==> config.mk <==
export PLATFORM = sky130hd
export DESIGN_NAME = utf8_validator_with_counts_core
export DESIGN_NICKNAME = d
export VERILOG_FILES = /design/src/rtl/core/utf8v_pkg.sv /design/src/rtl/core/utf8_validator_with_counts_core.sv
export SDC_FILE = /design/constraint.sdc
export NUM_CORES = 1
export LEC_CHECK = 0
export BUFFER_PORTS_ARGS = -buffer_cell sky130_fd_sc_hd__buf_2
export CORE_MARGIN = 2
export CORE_UTILIZATION = 40
export DETAILED_ROUTE_END_ITERATION = 12
export MAX_ROUTING_LAYER = met4
export PLACE_DENSITY = 0.57
export SYNTH_ARGS = -nofsm -noshare
export SYNTH_HDL_FRONTEND = slang
export SYNTH_SLANG_ARGS = --single-unit
==> constraint.sdc <==
create_clock -name clk_i -period 5.7 [get_ports clk_i]
set_input_delay 0.57 -clock clk_i [delete_from_list [all_inputs] [get_ports clk_i]]
set_output_delay 0.57 -clock clk_i [all_outputs]
set_load 0.005 [all_outputs]
==> src/rtl/core/utf8v_pkg.sv <==
// shared constants and widths for the utf-8 validator with counts
`default_nettype none

package utf8v_pkg;

  // default buffer length limit in bytes
  localparam int unsigned MaxBytesDefault = 65536;

  // field widths
  localparam int unsigned ByteW   = 8;
  localparam int unsigned OffW    = 17;
  localparam int unsigned AdjW    = 17;
  localparam int unsigned AccW    = 21;
  localparam int unsigned SeqLenW = 3;
  localparam int unsigned PendW   = 2;

  // output tdata: offset, utf16 adjust, scalar adjust, padded to whole bytes
  localparam int unsigned OutFieldsW = OffW + AdjW + AdjW;
  localparam int unsigned OutDataW   = ((OutFieldsW + 7) / 8) * 8;

  // lead byte classes
  localparam logic [ByteW-1:0] AsciiLimit = 8'h80;
  localparam logic [ByteW-1:0] Lead2Low   = 8'hC2;
  localparam logic [ByteW-1:0] Lead2High  = 8'hDF;
  localparam logic [ByteW-1:0] Lead3Tag   = 8'hE0;
  localparam logic [ByteW-1:0] Lead3Mask  = 8'hF0;
  localparam logic [ByteW-1:0] Lead4Tag   = 8'hF0;
  localparam logic [ByteW-1:0] Lead4Mask  = 8'hF8;
  localparam logic [ByteW-1:0] ContMask   = 8'hC0;
  localparam logic [ByteW-1:0] ContTag    = 8'h80;

  // scalar value limits
  localparam logic [AccW-1:0] Min3Byte   = 21'h000800;
  localparam logic [AccW-1:0] SurrLow    = 21'h00D800;
  localparam logic [AccW-1:0] SurrHigh   = 21'h00DFFF;
  localparam logic [AccW-1:0] Min4Byte   = 21'h010000;
  localparam logic [AccW-1:0] MaxScalar  = 21'h10FFFF;

  // sequence lengths
  localparam logic [SeqLenW-1:0] SeqNone = 3'd0;
  localparam logic [SeqLenW-1:0] Seq2    = 3'd2;
  localparam logic [SeqLenW-1:0] Seq3    = 3'd3;
  localparam logic [SeqLenW-1:0] Seq4    = 3'd4;

endpackage : utf8v_pkg

`default_nettype wire

==> src/rtl/core/utf8_validator_with_counts_core.sv <==
// utf-8 validator with utf-16 unit and scalar count adjustments
// the result beat is registered in the cycle after the last beat of a buffer
// throughput: one input beat per cycle while s_axis_tready is high; decode and state update sit between
//   the input beat and the per-buffer state and result registers
// an input beat is taken while a result waits, as long as the result slot frees
// reset: clears scan state and the result valid flag; payload regs are not reset
`default_nettype none

module utf8_validator_with_counts_core
  import utf8v_pkg::*;
#(
  parameter int unsigned MAX_BYTES = MaxBytesDefault
) (
  input  wire logic                clk_i,
  input  wire logic                rst_ni,
  // slave side
  input  wire logic                s_axis_tvalid,
  output logic                     s_axis_tready,
  input  wire logic [ByteW-1:0]    s_axis_tdata,  // [7:0] data_byte
  input  wire logic [0:0]          s_axis_tuser,  // [0] holds_byte
  input  wire logic                s_axis_tlast,  // last
  // master side
  output logic                     m_axis_tvalid,
  input  wire logic                m_axis_tready,
  output logic [OutDataW-1:0]      m_axis_tdata,  // [16:0] invalid_offset,
                                                  // [33:17] utf16_adjust,
                                                  // [50:34] scalar_adjust, rest 0
  output logic [0:0]               m_axis_tuser   // [0] all_valid
);

  localparam int unsigned PosW = $clog2(MAX_BYTES + 1);
  localparam int unsigned ExtW = (PosW > OffW) ? PosW : OffW;

  // scan state
  logic [PosW-1:0]    pos_q, pos_d;
  logic [PosW-1:0]    start_q, start_d;
  logic [SeqLenW-1:0] seq_len_q, seq_len_d;
  logic [PendW-1:0]   pend_q, pend_d;
  logic [AccW-1:0]    acc_q, acc_d;
  logic               failed_q, failed_d;
  logic [AdjW-1:0]    units_q, units_d;
  logic [AdjW-1:0]    scalars_q, scalars_d;

  // result register
  logic               out_valid_q;
  logic [OffW-1:0]    res_off_q, res_off_d;
  logic               res_ok_q, res_ok_d;
  logic [AdjW-1:0]    res_units_q, res_scalars_q;

  logic               in_fire;
  logic               take_byte;
  logic [ByteW-1:0]   b;
  logic [AccW-1:0]    acc_new;
  logic               bad_end;
  logic [ExtW-1:0]    off_ext;

  assign s_axis_tready = !out_valid_q || m_axis_tready;
  assign in_fire       = s_axis_tvalid && s_axis_tready;
  assign b             = s_axis_tdata;
  assign take_byte     = in_fire && s_axis_tuser[0] && (pos_q < PosW'(MAX_BYTES));
  assign acc_new       = {acc_q[AccW-7:0], b[5:0]};

  // per-byte decode and state update
  always_comb begin
    pos_d     = pos_q;
    start_d   = start_q;
    seq_len_d = seq_len_q;
    pend_d    = pend_q;
    acc_d     = acc_q;
    failed_d  = failed_q;
    units_d   = units_q;
    scalars_d = scalars_q;
    if (take_byte) begin
      pos_d = pos_q + PosW'(1);
      if (!failed_q) begin
        if (pend_q == '0) begin
          // lead byte
          start_d = pos_q;
          if (b < AsciiLimit) begin
            seq_len_d = SeqNone;
            pend_d    = '0;
          end else if (b >= Lead2Low && b <= Lead2High) begin
            seq_len_d = Seq2;
            pend_d    = PendW'(1);
            acc_d     = AccW'(b[4:0]);
          end else if ((b & Lead3Mask) == Lead3Tag) begin
            seq_len_d = Seq3;
            pend_d    = PendW'(2);
            acc_d     = AccW'(b[3:0]);
          end else if ((b & Lead4Mask) == Lead4Tag) begin
            seq_len_d = Seq4;
            pend_d    = PendW'(3);
            acc_d     = AccW'(b[2:0]);
          end else begin
            failed_d  = 1'b1;
            pend_d    = '0;
            seq_len_d = SeqNone;
          end
        end else if ((b & ContMask) != ContTag) begin
          // missing continuation
          failed_d  = 1'b1;
          pend_d    = '0;
          seq_len_d = SeqNone;
        end else begin
          acc_d  = acc_new;
          pend_d = pend_q - PendW'(1);
          if (pend_q == PendW'(1)) begin
            // sequence complete: range checks and count adjustment
            seq_len_d = SeqNone;
            case (seq_len_q)
              Seq2: begin
                units_d   = units_q - AdjW'(1);
                scalars_d = scalars_q - AdjW'(1);
              end
              Seq3: begin
                if (acc_new < Min3Byte || (acc_new >= SurrLow && acc_new <= SurrHigh)) begin
                  failed_d = 1'b1;
                end else begin
                  units_d   = units_q - AdjW'(2);
                  scalars_d = scalars_q - AdjW'(2);
                end
              end
              default: begin
                if (acc_new < Min4Byte || acc_new > MaxScalar) begin
                  failed_d = 1'b1;
                end else begin
                  units_d   = units_q - AdjW'(2);
                  scalars_d = scalars_q - AdjW'(3);
                end
              end
            endcase
          end
        end
      end
    end
  end

  // end of buffer: a sequence still open counts as truncated
  assign bad_end  = failed_d || (pend_d != '0);
  assign off_ext  = bad_end ? ExtW'(start_d) : ExtW'(pos_d);
  assign res_off_d = off_ext[OffW-1:0];
  assign res_ok_d  = !bad_end;

  // scan state registers, cleared after each buffer
  always_ff @(posedge clk_i or negedge rst_ni) begin
    if (!rst_ni) begin
      pos_q     <= '0;
      start_q   <= '0;
      seq_len_q <= SeqNone;
      pend_q    <= '0;
      acc_q     <= '0;
      failed_q  <= 1'b0;
      units_q   <= '0;
      scalars_q <= '0;
    end else if (in_fire) begin
      if (s_axis_tlast) begin
        pos_q     <= '0;
        start_q   <= '0;
        seq_len_q <= SeqNone;
        pend_q    <= '0;
        acc_q     <= '0;
        failed_q  <= 1'b0;
        units_q   <= '0;
        scalars_q <= '0;
      end else begin
        pos_q     <= pos_d;
        start_q   <= start_d;
        seq_len_q <= seq_len_d;
        pend_q    <= pend_d;
        acc_q     <= acc_d;
        failed_q  <= failed_d;
        units_q   <= units_d;
        scalars_q <= scalars_d;
      end
    end
  end

  // result valid flag
  always_ff @(posedge clk_i or negedge rst_ni) begin
    if (!rst_ni) begin
      out_valid_q <= 1'b0;
    end else if (in_fire && s_axis_tlast) begin
      out_valid_q <= 1'b1;
    end else if (m_axis_tready) begin
      out_valid_q <= 1'b0;
    end
  end

  // result payload
  always_ff @(posedge clk_i) begin
    if (in_fire && s_axis_tlast) begin
      res_off_q     <= res_off_d;
      res_ok_q      <= res_ok_d;
      res_units_q   <= units_d;
      res_scalars_q <= scalars_d;
    end
  end

  assign m_axis_tvalid = out_valid_q;
  assign m_axis_tdata  = OutDataW'({res_scalars_q, res_units_q, res_off_q});
  assign m_axis_tuser  = res_ok_q;

  // an open sequence has more bytes than it still waits for
  assert property (@(posedge clk_i) disable iff (!rst_ni)
    (pend_q != '0) |-> (seq_len_q > SeqLenW'(pend_q)))
    else $error("pending count does not match sequence length");

  // a failed scan keeps no open sequence
  assert property (@(posedge clk_i) disable iff (!rst_ni)
    failed_q |-> (pend_q == '0 && seq_len_q == SeqNone))
    else $error("open sequence after failure");

  // a last beat yields a result and a cleared scan
  assert property (@(posedge clk_i) disable iff (!rst_ni)
    (in_fire && s_axis_tlast) |=> (out_valid_q && pos_q == '0 && !failed_q))
    else $error("last beat did not produce a result or clear the scan");

  // scalar adjustment never exceeds the utf-16 adjustment
  assert property (@(posedge clk_i) disable iff (!rst_ni)
    $signed(scalars_q) <= $signed(units_q))
    else $error("scalar adjust above utf-16 adjust");

endmodule : utf8_validator_with_counts_core

`default_nettype wire
==> metrics.md <==
| Metric | Value |
|---|---|
| Period minus WS final | `3.47 ns` |
| Final period util | `60.8%` |
| Clock Power Share | `41.0%` |
| Fin area | `9230 um^2` |
| Cell Rows | `52` |
| Worst EP required | `5.88 ns` |
| Root Buffer | `clkbuf_16` |
| Worst setup SP type | `flop` |
| Synth Instances | `845` |
| Fillers | `1965` |
| Predominant post-synthesis flop cell | `dfrtp_1` |
| Drt total wl | `21.6 mm` |
| Total Die Area | `21400 um^2` |
| Post-DRT Antenna Nets | `0` |
| Skew final | `0.0114 ns` |
| Relative slew slack | `27.8%` |
| Static leakage | `0.00387 uW` |
| GRT overflow | `0` |
| H-tree depth | `4` |
| First-pass GRT wire length | `35.0 mm` |
| PortBufs | `67` |
| DR vias/cell | `5.85` |
| Crit Path Category | `flop to flop` |
| # Max-Cap Violations | `0` |
| Switch Pwr | `837 uW` |
| Setup_tns | `0 ns` |
| Iter 0 DRT Violations | `627` |
| Global Route met3 Usage | `3.84%` |
| Async SR Flop Fraction | `63.4%` |
| CP endpoint kind | `flop` |
| F_max | `289 MHz` |
| Vias after detailed routing | `6794` |
| CP max FO | `36` |
| Max clock buf depth | `2` |
| HP Class | `input pin to async pin` |
| Placer Congestion | `0.871` |
| CP max stage cell | `xnor2_1` |
| Worst Max-Slew Pin Slew | `1.07 ns` |
| CTS Hold Bufs | `0` |
| Mean post-synth cell area | `9.58 um^2` |
| Crit-path cells | `or4_1, xnor2_1, a22o_4, a221oi_4, buf_4, nand2b_1, o221a_1` |
| Internal power | `2030 uW` |
| # clock sinks | `142` |
| Antenna violations before repair | `0` |
| # resized after CTS | `0` |
| Distinct cells, synth | `81` |
| Number of post-CTS setup repair buffers | `0` |
| I/O pins | `73` |
| Final number of max-transition violations | `0` |
| Hpwl dp | `14.1 mm` |
| GR Util met1 | `31.1%` |
| Top post-synthesis cells by area | `dfrtp_1 (28%), edfxtp_1 (19%), a22o_1 (4.5%)` |
| Synthesized area | `8090 um^2` |
| Total CTS buffers | `17` |
| CTS tree | `done` |
| Die Y | `146 um` |
| Switching Share | `29.2%` |
| Core Region | `20000 um^2` |
| Synth Register Bits | `142` |
| Final setup fails | `0` |
| Pwr Density | `311 nW/um^2` |
| Busiest grt layer | `met1` |
| Diodes inserted | `0` |
| Number of global-route vias before repair | `6349` |
| DRC errors left | `0` |
| Status | `finished, final reports clean` |
| Power share of the combinational group | `18.5%` |
| EDFF count, synth | `52` |
| Arrival time at the worst endpoint | `3.65 ns` |
| Sequential share of power | `40.5%` |
| Synth top area share | `27.8%` |
| Crit-path max cell delay | `0.87 ns` |
| Die X-Extent | `146 um` |
| Largest area contributor in the netlist | `dfrtp_1` |
| Post-DP Area | `8610 um^2` |
| Initial Util | `40.4%` |
| Nets | `903` |
| Final Hold Fails | `0` |
| Seq/Total Area, Yosys | `47.1%` |
| Routed length per placed instance | `18.6 um` |
| Area grow syn2layout | `14.1%` |
| GR Util All Layers | `21.2%` |
| Global Route met2 Usage | `30.1%` |
| Later-pin clock latency in the skew report | `0.43 ns` |
| Largest net degree at the start of global routing | `47` |
| DR pass1 iterations | `5` |
| Share of layout cells above drive strength 1 | `15.4%` |
| Clock transition at path regs | `0.07 ns` |
| RSZ-0062 raised after global routing | `no` |
| Synthesis Warnings | `0` |
| Max VDD drop | `0.197 mV` |
[logic make-up after synthesis]
logic type | after synthesis | synth area share [%]
AO/OA/AOI/OAI | 244 | 22.2
XOR/XNOR | 36 | 3.90
adder cells (fa/ha/maj) | 11 | 1.70
buffers and inverters | 96 | 4.87
flip-flops | 142 | 47.1
multiplexers | 5 | 0.665
other | 1 | 0.0463
AND/OR/NAND/NOR | 310 | 19.5
[worst paths after layout]
| check | from | to | slack, ns | depth (start not counted) |
|---|---|---|---|---|
| worst max-delay path | acc_q[13]$_DFFE_PN0P_ | res_off_q[8]$_DFFE_PP_ | 2.23 | 7 |
| max in group asynchronous | rst_ni | pos_q[14]$_DFFE_PN0P_ | 4.45 | 2 |
| worst min-delay path | rst_ni | acc_q[9]$_DFFE_PN0P_ | 0.16 | 1 |
| worst min register to register | acc_q[4]$_DFFE_PN0P_ | acc_q[4]$_DFFE_PN0P_ | 0.48 | 2 |
| min in group clk_i | s_axis_tdata[0] | acc_q[0]$_DFFE_PN0P_ | 0.40 | 3 |
| worst max register to register | acc_q[13]$_DFFE_PN0P_ | res_off_q[8]$_DFFE_PP_ | 2.23 | 7 |
[registers in the layout, summed over array words and instances (netlist names)]
name / cells
pos_q: 17
res_off_q: 17
res_scalars_q: 17
res_units_q: 17
scalars_q: 17
start_q: 17
units_q: 17
acc_q: 15
seq_len_q: 3
pend_q: 2
failed_q: 1
m_axis_tuser: 1
m_axis_tvalid: 1
[cells in the mapped netlist, types with 12 or more instances]
cell,n
nor4_1,12
xnor2_1,23
a22o_1,42
o21ai_0,59
and3_1,15
edfxtp_1,52
o21ai_1,15
a21oi_1,23
clkbuf_1,62
nor3_1,30
nand2_1,90
nand3_1,31
inv_1,20
xor2_1,13
nand4_1,15
nor2_1,56
dfrtp_1,90
[area by class of cell]
class / instances / area [um^2] / area share (%)
Clock inverter: 13 / 176 / 1.91
Tap cell: 270 / 338 / 3.66
Clock buffer: 19 / 443 / 4.80
Inverter: 21 / 78.8 / 0.854
Timing Repair Buffer: 85 / 473 / 5.12
Sequential cell: 142 / 3810 / 41.3
Multi-Input combinational cell: 611 / 3910 / 42.4
[layout by cell type, fill, tap and decap left out, types with 6 or more instances in the layout]
| cell type | n |
|---|---|
| xnor2_1 | 23 |
| nand3_1 | 31 |
| o21ai_0 | 59 |
| nor4_1 | 12 |
| a21oi_1 | 23 |
| xor2_1 | 13 |
| nor2_1 | 56 |
| nor3b_1 | 7 |
| o32ai_1 | 6 |
| buf_2 | 66 |
| o22ai_1 | 7 |
| dfrtp_1 | 90 |
| buf_4 | 19 |
| inv_1 | 19 |
| o21ai_1 | 15 |
| or3_1 | 7 |
| o211ai_1 | 6 |
| nor3_1 | 30 |
| and3_1 | 15 |
| and4_1 | 7 |
| o31ai_1 | 8 |
| edfxtp_1 | 52 |
| inv_6 | 6 |
| nand2_1 | 90 |
| or4_1 | 6 |
| nand4_1 | 15 |
| ha_1 | 11 |
| a22o_1 | 42 |
| o221a_1 | 6 |
| clkbuf_16 | 17 |
| nand2b_1 | 7 |
[per-stage QoR]
step,utilization [%],hold WS [ns],worst slack [ns],instances,power (uW)
after floorplan,-,0.274,2.38,849,1560
after global placement,43.0,0.462,2.26,1129,1700
after detailed placement,43.0,0.470,2.20,1129,1710
after CTS,46.1,0.189,2.20,1161,2890
after global routing,46.1,0.207,1.95,1161,3000
final,46.1,0.162,2.23,1161,2870
[layer usage]
layer  vias to the layer above  routed length, um  share of wire [%]
li1                       3235                  -                  -
met1                      3320              10600                 49
met2                       215               9410                 44
met3                        24               1240                5.8
met4                         0                293                1.4
met5                         -                  0                  0
[power by group through the flow]
stage / Clock [uW] / Sequential [uW] / Combinational (uW)
detailed placement: 0 / 1180 / 528
finish: 1180 / 1160 / 530
floorplan: 0 / 1170 / 386
global route: 1240 / 1170 / 591
global placement: 0 / 1180 / 523
CTS: 1200 / 1160 / 530
[worst max-delay path: cells and delay by family (launching register included)]
kind | cells | cell delay (ns)
and+or+nand+nor | 2 | 1.04
xor gates and xnor gates | 1 | 0.87
AOI/OAI and AO/OA | 3 | 0.67
DFF | 1 | 0.38
buffers and inverters | 1 | 0.25
Note: power is estimated with default switching activity, not from simulation.
